[src/sv/lecr_pkg.sv]
// Shared codes, widths and helpers for the line-editing character ring.
package lecr_pkg;

   localparam int DEPTH_DEFAULT = 256;

   localparam int TYPE_W   = 3;
   localparam int BYTE_W   = 8;
   localparam int STATUS_W = 2;
   localparam int CSR_ADDR_W = 3;
   localparam int CSR_DATA_W = 32;

   // request codes
   localparam logic [TYPE_W-1:0] REQ_PUT    = 3'd0;
   localparam logic [TYPE_W-1:0] REQ_GET    = 3'd1;
   localparam logic [TYPE_W-1:0] REQ_MARK   = 3'd2;
   localparam logic [TYPE_W-1:0] REQ_ERASE  = 3'd3;
   localparam logic [TYPE_W-1:0] REQ_WERASE = 3'd4;
   localparam logic [TYPE_W-1:0] REQ_KILL   = 3'd5;

   // status codes
   localparam logic [STATUS_W-1:0] STAT_OK    = 2'd0;
   localparam logic [STATUS_W-1:0] STAT_FULL  = 2'd1;
   localparam logic [STATUS_W-1:0] STAT_EMPTY = 2'd2;

   // register map: word index taken from paddr[2]
   localparam logic CSR_IDX_END_LINE_MASK = 1'b0;
   localparam logic [BYTE_W-1:0] END_LINE_MASK_RESET = 8'h01;

   localparam logic [BYTE_W-1:0] COUNT_MAX = 8'hFF;

   typedef logic [BYTE_W-1:0] byte_type;

   function automatic logic is_blank(input byte_type c);
      return (c == 8'h20) || (c == 8'h0C) || (c == 8'h0A) || (c == 8'h0D) ||
             (c == 8'h09) || (c == 8'h0B);
   endfunction

endpackage

[src/sv/lecr_req_if.sv]
// Request channel: valid/ready handshake with the request fields.
interface lecr_req_if;
   logic                          valid;
   logic                          ready;
   logic [lecr_pkg::TYPE_W-1:0]   req_type;
   lecr_pkg::byte_type            char_in;
   lecr_pkg::byte_type            flag_in;

   modport source (output valid, req_type, char_in, flag_in, input ready);
   modport sink   (input valid, req_type, char_in, flag_in, output ready);
endinterface

[src/sv/lecr_rsp_if.sv]
// Response channel: valid/ready handshake with the result fields.
interface lecr_rsp_if;
   logic                          valid;
   logic                          ready;
   logic [lecr_pkg::STATUS_W-1:0] status;
   lecr_pkg::byte_type            char_out;
   lecr_pkg::byte_type            flag_out;
   lecr_pkg::byte_type            erased_count;

   modport source (output valid, status, char_out, flag_out, erased_count, input ready);
   modport sink   (input valid, status, char_out, flag_out, erased_count, output ready);
endinterface

[src/sv/line_edit_char_ring_top.sv]
// Line-editing character ring: two synchronous memories and a small sequencer.
// Response valid is registered from the execute state after accept; it waits while
// the previous response is not yet taken. A new request is taken only in idle. Erase
// word removes entries one by one, one memory read per removed entry, single read port.
// Synchronous active-high reset empties the ring and sets end_line_mask to 1;
// memory contents are not cleared and are never read before being written.
module line_edit_char_ring_top #(
   parameter int DEPTH = lecr_pkg::DEPTH_DEFAULT
) (
   input  logic                              clock,
   input  logic                              reset,
   lecr_req_if.sink                          req,
   lecr_rsp_if.source                        rsp,
   input  logic                              csr_psel,
   input  logic                              csr_penable,
   input  logic                              csr_pwrite,
   input  logic [lecr_pkg::CSR_ADDR_W-1:0]   csr_paddr,
   input  logic [lecr_pkg::CSR_DATA_W-1:0]   csr_pwdata,
   output logic [lecr_pkg::CSR_DATA_W-1:0]   csr_prdata,
   output logic                              csr_pready
);

   localparam int PW = $clog2(DEPTH);
   localparam logic [PW-1:0] LAST = PW'(DEPTH - 1);

   localparam logic S_IDLE = 1'b0;
   localparam logic S_EXEC = 1'b1;

   function automatic logic [PW-1:0] ptr_next(input logic [PW-1:0] p);
      return (p == LAST) ? '0 : p + 1'b1;
   endfunction

   function automatic logic [PW-1:0] ptr_prev(input logic [PW-1:0] p);
      return (p == '0) ? LAST : p - 1'b1;
   endfunction

   // storage
   lecr_pkg::byte_type char_mem [DEPTH];
   lecr_pkg::byte_type flag_mem [DEPTH];

   logic                           state_ff, state_in;
   logic [PW-1:0]                  wp_ff, wp_in;
   logic [PW-1:0]                  rp_ff, rp_in;
   logic [lecr_pkg::TYPE_W-1:0]    op_ff, op_in;
   lecr_pkg::byte_type             cin_ff, cin_in;
   lecr_pkg::byte_type             fin_ff, fin_in;
   logic                           phase_ff, phase_in;
   lecr_pkg::byte_type             cnt_ff, cnt_in;
   lecr_pkg::byte_type             mask_ff, mask_in;
   lecr_pkg::byte_type             char_rd_ff, flag_rd_ff;

   logic                           rsp_valid_ff, rsp_valid_in;
   logic [lecr_pkg::STATUS_W-1:0]  status_ff, status_in;
   lecr_pkg::byte_type             char_out_ff, char_out_in;
   lecr_pkg::byte_type             flag_out_ff, flag_out_in;
   lecr_pkg::byte_type             count_out_ff, count_out_in;

   logic                           char_we, flag_we;
   logic [PW-1:0]                  wr_addr, rd_addr;
   lecr_pkg::byte_type             char_wr, flag_wr;

   logic            accept, empty, out_free, end_mark, blank, walk_remove;
   logic [PW-1:0]   wp_prev, wp_prev2, wp_next;
   logic            csr_write;

   assign req.ready   = (state_ff == S_IDLE);
   assign accept      = req.valid & req.ready;
   assign empty       = (wp_ff == rp_ff);
   assign wp_prev     = ptr_prev(wp_ff);
   assign wp_prev2    = ptr_prev(wp_prev);
   assign wp_next     = ptr_next(wp_ff);
   assign out_free    = ~rsp_valid_ff | rsp.ready;
   assign end_mark    = |(flag_rd_ff & mask_ff);
   assign blank       = lecr_pkg::is_blank(char_rd_ff);
   // whitespace phase takes anything; the word phase stops at whitespace
   assign walk_remove = ~empty & ~end_mark & ~(~phase_ff & blank);

   assign rsp.valid        = rsp_valid_ff;
   assign rsp.status       = status_ff;
   assign rsp.char_out     = char_out_ff;
   assign rsp.flag_out     = flag_out_ff;
   assign rsp.erased_count = count_out_ff;

   // configuration port
   assign csr_pready = 1'b1;
   assign csr_write  = csr_psel & csr_penable & csr_pwrite &
                       (csr_paddr[2] == lecr_pkg::CSR_IDX_END_LINE_MASK);
   assign mask_in    = csr_write ? csr_pwdata[lecr_pkg::BYTE_W-1:0] : mask_ff;
   assign csr_prdata = (csr_paddr[2] == lecr_pkg::CSR_IDX_END_LINE_MASK) ?
                       {{(lecr_pkg::CSR_DATA_W - lecr_pkg::BYTE_W){1'b0}}, mask_ff} : '0;

   always_comb begin
      state_in     = state_ff;
      wp_in        = wp_ff;
      rp_in        = rp_ff;
      op_in        = op_ff;
      cin_in       = cin_ff;
      fin_in       = fin_ff;
      phase_in     = phase_ff;
      cnt_in       = cnt_ff;
      rsp_valid_in = rsp_valid_ff & ~rsp.ready;
      status_in    = status_ff;
      char_out_in  = char_out_ff;
      flag_out_in  = flag_out_ff;
      count_out_in = count_out_ff;
      char_we      = 1'b0;
      flag_we      = 1'b0;
      wr_addr      = wp_ff;
      char_wr      = cin_ff;
      flag_wr      = '0;
      rd_addr      = (op_ff == lecr_pkg::REQ_GET) ? rp_ff : wp_prev;

      unique case (state_ff)
         S_IDLE: begin
            rd_addr = (req.req_type == lecr_pkg::REQ_GET) ? rp_ff : wp_prev;
            if (accept) begin
               op_in    = req.req_type;
               cin_in   = req.char_in;
               fin_in   = req.flag_in;
               phase_in = 1'b1;
               cnt_in   = '0;
               state_in = S_EXEC;
            end
         end
         S_EXEC: begin
            if (op_ff == lecr_pkg::REQ_WERASE && walk_remove) begin
               // drop one trailing entry and fetch the one before it
               wp_in    = wp_prev;
               rd_addr  = wp_prev2;
               phase_in = phase_ff & blank;
               cnt_in   = (cnt_ff == lecr_pkg::COUNT_MAX) ? cnt_ff : cnt_ff + 1'b1;
            end else if (out_free) begin
               rsp_valid_in = 1'b1;
               state_in     = S_IDLE;
               status_in    = lecr_pkg::STAT_OK;
               char_out_in  = '0;
               flag_out_in  = '0;
               count_out_in = '0;
               unique case (op_ff)
                  lecr_pkg::REQ_PUT: begin
                     if (wp_next == rp_ff) begin
                        status_in = lecr_pkg::STAT_FULL;
                     end else begin
                        char_we = 1'b1;
                        flag_we = 1'b1;
                        wp_in   = wp_next;
                     end
                  end
                  lecr_pkg::REQ_GET: begin
                     if (empty) begin
                        status_in = lecr_pkg::STAT_EMPTY;
                     end else begin
                        char_out_in = char_rd_ff;
                        flag_out_in = flag_rd_ff;
                        rp_in       = ptr_next(rp_ff);
                     end
                  end
                  lecr_pkg::REQ_MARK: begin
                     if (empty) begin
                        status_in = lecr_pkg::STAT_EMPTY;
                     end else begin
                        flag_we = 1'b1;
                        wr_addr = wp_prev;
                        flag_wr = flag_rd_ff | fin_ff;
                     end
                  end
                  lecr_pkg::REQ_ERASE: begin
                     if (empty) begin
                        status_in = lecr_pkg::STAT_EMPTY;
                     end else if (!end_mark) begin
                        wp_in = wp_prev;
                     end
                  end
                  lecr_pkg::REQ_WERASE: begin
                     // nothing removed and nothing left: the ring was empty
                     if (empty && cnt_ff == '0) begin
                        status_in = lecr_pkg::STAT_EMPTY;
                     end
                     count_out_in = cnt_ff;
                  end
                  lecr_pkg::REQ_KILL: begin
                     wp_in = '0;
                     rp_in = '0;
                  end
                  default: begin
                  end
               endcase
            end
         end
         default: begin
            state_in = S_IDLE;
         end
      endcase
   end

   always_ff @(posedge clock) begin
      if (reset) begin
         state_ff     <= S_IDLE;
         wp_ff        <= '0;
         rp_ff        <= '0;
         rsp_valid_ff <= 1'b0;
         mask_ff      <= lecr_pkg::END_LINE_MASK_RESET;
      end else begin
         state_ff     <= state_in;
         wp_ff        <= wp_in;
         rp_ff        <= rp_in;
         rsp_valid_ff <= rsp_valid_in;
         mask_ff      <= mask_in;
      end
   end

   always_ff @(posedge clock) begin
      op_ff        <= op_in;
      cin_ff       <= cin_in;
      fin_ff       <= fin_in;
      phase_ff     <= phase_in;
      cnt_ff       <= cnt_in;
      status_ff    <= status_in;
      char_out_ff  <= char_out_in;
      flag_out_ff  <= flag_out_in;
      count_out_ff <= count_out_in;
   end

   always_ff @(posedge clock) begin
      if (char_we) begin
         char_mem[wr_addr] <= char_wr;
      end
      char_rd_ff <= char_mem[rd_addr];
   end

   always_ff @(posedge clock) begin
      if (flag_we) begin
         flag_mem[wr_addr] <= flag_wr;
      end
      flag_rd_ff <= flag_mem[rd_addr];
   end

endmodule
[src/flat_wrapper.sv]
// flat-port wrapper written by rule: the top's interface ports become plain ports
module line_edit_char_ring_top_flat 
#(
   parameter int DEPTH = lecr_pkg::DEPTH_DEFAULT
)
  (clock, reset, csr_psel, csr_penable, csr_pwrite, csr_paddr, csr_pwdata, csr_prdata, csr_pready, req_valid, req_req_type, req_char_in, req_flag_in, req_ready, rsp_valid, rsp_status, rsp_char_out, rsp_flag_out, rsp_erased_count, rsp_ready);
  lecr_req_if req_i ();
  lecr_rsp_if rsp_i ();
  input  logic clock;
  input  logic reset;
  input  logic csr_psel;
  input  logic csr_penable;
  input  logic csr_pwrite;
  input  logic [lecr_pkg::CSR_ADDR_W-1:0] csr_paddr;
  input  logic [lecr_pkg::CSR_DATA_W-1:0] csr_pwdata;
  output logic [lecr_pkg::CSR_DATA_W-1:0] csr_prdata;
  output logic csr_pready;
  input wire logic [$bits(req_i.valid)-1:0] req_valid;
  input wire logic [$bits(req_i.req_type)-1:0] req_req_type;
  input wire logic [$bits(req_i.char_in)-1:0] req_char_in;
  input wire logic [$bits(req_i.flag_in)-1:0] req_flag_in;
  output wire logic [$bits(req_i.ready)-1:0] req_ready;
  output wire logic [$bits(rsp_i.valid)-1:0] rsp_valid;
  output wire logic [$bits(rsp_i.status)-1:0] rsp_status;
  output wire logic [$bits(rsp_i.char_out)-1:0] rsp_char_out;
  output wire logic [$bits(rsp_i.flag_out)-1:0] rsp_flag_out;
  output wire logic [$bits(rsp_i.erased_count)-1:0] rsp_erased_count;
  input wire logic [$bits(rsp_i.ready)-1:0] rsp_ready;
  assign req_i.valid = req_valid;
  assign req_i.req_type = req_req_type;
  assign req_i.char_in = req_char_in;
  assign req_i.flag_in = req_flag_in;
  assign req_ready = req_i.ready;
  assign rsp_valid = rsp_i.valid;
  assign rsp_status = rsp_i.status;
  assign rsp_char_out = rsp_i.char_out;
  assign rsp_flag_out = rsp_i.flag_out;
  assign rsp_erased_count = rsp_i.erased_count;
  assign rsp_i.ready = rsp_ready;
  line_edit_char_ring_top #(.DEPTH(DEPTH)) u_core (.clock(clock), .reset(reset), .req(req_i), .rsp(rsp_i), .csr_psel(csr_psel), .csr_penable(csr_penable), .csr_pwrite(csr_pwrite), .csr_paddr(csr_paddr), .csr_pwdata(csr_pwdata), .csr_prdata(csr_prdata), .csr_pready(csr_pready));
endmodule
[config.mk]
export PLATFORM = sky130hd
export DESIGN_NAME = line_edit_char_ring_top_flat
export DESIGN_NICKNAME = d
export VERILOG_FILES = /design/src/sv/lecr_pkg.sv /design/src/sv/lecr_req_if.sv /design/src/sv/lecr_rsp_if.sv /design/src/sv/line_edit_char_ring_top.sv /design/src/flat_wrapper.sv
export SDC_FILE = /design/constraint.sdc
export NUM_CORES = 2
export LEC_CHECK = 0
export BUFFER_PORTS_ARGS = -buffer_cell sky130_fd_sc_hd__buf_4
export CAP_MARGIN = 25
export CORE_MARGIN = 2
export CORE_UTILIZATION = 40
export CTS_CLUSTER_SIZE = 30
export DETAILED_ROUTE_END_ITERATION = 10
export GPL_ROUTABILITY_DRIVEN = 0
export SYNTH_ARGS = -nofsm -noshare
export SYNTH_HDL_FRONTEND = slang
export SYNTH_SLANG_ARGS = --single-unit
[constraint.sdc]
create_clock -name clock -period 13 [get_ports clock]
set_input_delay 0 -clock clock [delete_from_list [all_inputs] [get_ports clock]]
set_output_delay 0 -clock clock [all_outputs]
set_load 0.03 [all_outputs]
==> impl_metrics.py <==
metrics = {
    "outcome": {
        "outcome": "complete, no violations",
    },
    "power": {
        "p_leak_nw": 65.1,
        "peakVddDrop_uv": 118,
        "p_per_area_nw_per_um2": 157,
    },
    "timing": {
        "slew-limit-headroom_pct": 19.3,
        "hold_viol": 0,
        "period_minus_slack_ps": 7560,
        "fin_setup_tns_ps": 0,
        "fin_skew_ps": 61.9,
        "fin_crit_sh_pct": 58.1,
        "drv_slew": 0,
        "worst_pin_slew_ps": 1210,
        "grt_setup_unrepaired": "false",
        "fmax_mhz": 132,
        "setup_viol": 0,
    },
    "grt": {
        "grt_overflow_total": 0,
        "grt_pass1_vias": 97800,
        "grt_pass1_wl_mm": 702,
        "track_usage_pct": 22.4,
        "grt_max_degree": 191,
        "antenna_found_initial": 25,
    },
    "clocking": {
        "clkTransAtPathRegs_ps": 60,
        "cts-root-buf": "clkbuf_16",
        "post_cts_buffers": 0,
        "clk_latency_ps": 990,
        "cts_tree": "yes",
        "cts_made_buffers": 418,
        "clock_path_buffers": 4,
        "clock_sinks": 4192,
        "htreeDepth": 5,
    },
    "logic_synthesis": {
        "synth_most_common_cell": "edfxtp_1",
        "postSynthCellCount": 12500,
        "avgSynthCellArea_um2": 13.5,
        "ys_types": 102,
        "synth_top_area_share_pct": 74.0,
        "ys_top_cells_by_area": "edfxtp_1 (74%), nand2_1 (7.4%), mux2i_1 (2.9%)",
        "async_flop_share_pct": 0,
        "yosysTopAreaCell": "edfxtp_1",
        "synth_edf_count": 4150,
        "synth_top_flop_cell": "edfxtp_1",
        "synthTopCellsByCount": "edfxtp_1 (4150), nand2_1 (3337), nand3_1 (965), nor2_1 (620), mux2i_1 (484)",
        "synthesis.area_um2": 168000,
        "ys_warn_count": 0,
        "synth-seq-cells": 4192,
        "synth-seq-area-share_pct": 74.5,
    },
    "floorplanning": {
        "start_util_pct": 40.1,
        "row_count": 238,
        "die-width_um": 653,
        "pin_count": 122,
        "core_area_um2": 420000,
        "die-area_um2": 426000,
        "die_h_um": 653,
    },
    "setup_path": {
        "end_kind": "flip-flop",
        "worstPathRequired_ps": 13830,
        "critPathKind": "reg -> reg",
        "worst-path-max-fanout": 160,
        "r2r_setup_slack_ps": 5440,
        "arrival_ps": 8390,
        "start_kind": "flip-flop",
    },
    "cells_and_area": {
        "finalNetCount": 12500,
        "fin_area_um2": 189000,
        "layout-drive-gt1-share_pct": 8.05,
        "area.growth.synth_to_final_pct": 12.1,
    },
    "run": {
        "drv_cap": 0,
    },
    "route": {
        "num_vias": 105000,
        "drt.antenna.violating_nets": 0,
        "dr.pass1.iters": 6,
        "drc": 0,
        "avgViaCountPerCell": 5.75,
        "routed_wl_mm": 494,
        "drt_iter0_drc": 14100,
        "wl_per_cell_um": 26.9,
    },
    "placed_design": {
        "post_dp_cell_area_um2": 174000,
        "dpl.hpwl_mm": 279,
        "port_buffers": 70,
    },
    "min_path": {
        "hold_path_class": "in -> reg",
    },
}
-- timing repair --
item / 4_1_cts / 5_1_grt
resized for setup: 0 / 0
hold buffers: 78 / 0
endpoints found under the hold margin: 82 / 0
endpoints found under the setup margin: 0 / 0
-- routing by layer --
metal / track usage (%) / wire length [µm]
met1: 31.8 / 203000
met2: 34.6 / 225000
met3: 3.84 / 45700
met4: 8.37 / 20100
met5: 0 / 40
-- cell usage in the layout, fill, tap and decap left out, types with 244 or more instances in the layout --
cell type | Yosys | layout
nand3_1 | 965 | 958
a31oi_1 | 366 | 366
nand2_1 | 3337 | 3320
buf_4 | 62 | 249
mux2i_1 | 484 | 484
clkbuf_16 | 0 | 427
edfxtp_1 | 4150 | 4150
and3_1 | 369 | 369
nor2_1 | 620 | 600
a21oi_1 | 245 | 244
-- cell families (layout without fill, tap and decap cells) --
kind of cell    after synthesis  in the layout  synth area share [%]
buf+inv                     883           1150                  2.45
xor+xnor                     32             32                 0.166
fa+ha+maj                     8              8                0.0594
flops                      4192           4192                  74.5
compound gates             1289           1289                  5.09
other cells                   2             31               0.00446
simple gates               5570           5570                  14.2
mux                         538            538                  3.57
-- path summary, 6_finish.rpt --
check / to / start / cells after the start
min reg2reg: u_core.rsp.flag_out[0]$_SDFFCE_PP0P_ / u_core.flag_rd_ff[0]$_DFF_P_ / 1
min: u_core.mask_ff[0]$_SDFFE_PP1P_ / csr_pwrite / 5
max reg2reg: u_core.char_rd_ff[5]$_DFF_P_ / u_core.wp_ff[0]$_SDFFE_PP0P_ / 17
max: u_core.char_rd_ff[5]$_DFF_P_ / u_core.wp_ff[0]$_SDFFE_PP0P_ / 17
-- flip-flops by register name, summed over array words and instances (netlist names), 3 cells and up --
| signal | cells |
|---|---|
| u_core.char_mem | 2048 |
| u_core.char_wr | 8 |
| u_core.wp_ff | 8 |
| u_core.flag_rd_ff | 8 |
| u_core.mask_ff | 8 |
| u_core.op_ff | 3 |
| u_core.cnt_ff | 8 |
| u_core.rsp.erased_count | 8 |
| u_core.fin_ff | 8 |
| u_core.rsp.flag_out | 8 |
| u_core.flag_mem | 2048 |
| u_core.rp_ff | 8 |
| u_core.char_rd_ff | 8 |
| u_core.rsp.char_out | 8 |
-- cell type report --
type	instances	area (µm²)
diodes	6	15.0
clock buffers	519	11100
clock inverters	236	2120
fillers	36700	231000
inverters	18	67.6
multi-input cells	7462	39400
flip-flops and latches	4192	125000
well taps	5520	6910
repair buffers	377	3670
-- worst max-delay path: stages (launching register included) --
cell and delay (ps):
dfxtp_1 810, inv_1 320, ha_1 600, inv_1 190, o22ai_1 260, o22ai_1 120
o21ai_1 590, a21o_4 550, buf_4 640, buf_12 490, buf_12 670, nand2_1 110
and3_1 190, a311oi_1 520, a31oi_1 190, a22oi_1 180, nand4_1 240, nor4_1 420
-- where the power goes --
group | internal (W) | switching, W | total (W) | leakage [nW]
combinational | 0.000761 | 0.00220 | 0.00296 | 17.6
sequential | 0.0148 | 0.000102 | 0.0149 | 41.0
clock | 0.00668 | 0.00513 | 0.0118 | 6.47
-- per-stage QoR --
stage	utilization, %	instances	total power (W)	hold WS, ps	worst slack [ps]
after floorplan	-	12500	0.0169	98.9	2560
after global placement	41.6	17500	0.0181	179	5750
after detailed placement	41.6	17500	0.0181	180	5690
after CTS	44.9	18300	0.0298	94.9	5620
after global routing	45.0	18300	0.0305	149	5140
final	45.0	18300	0.0297	146	5440
Note: power is estimated with default switching activity, not from simulation.
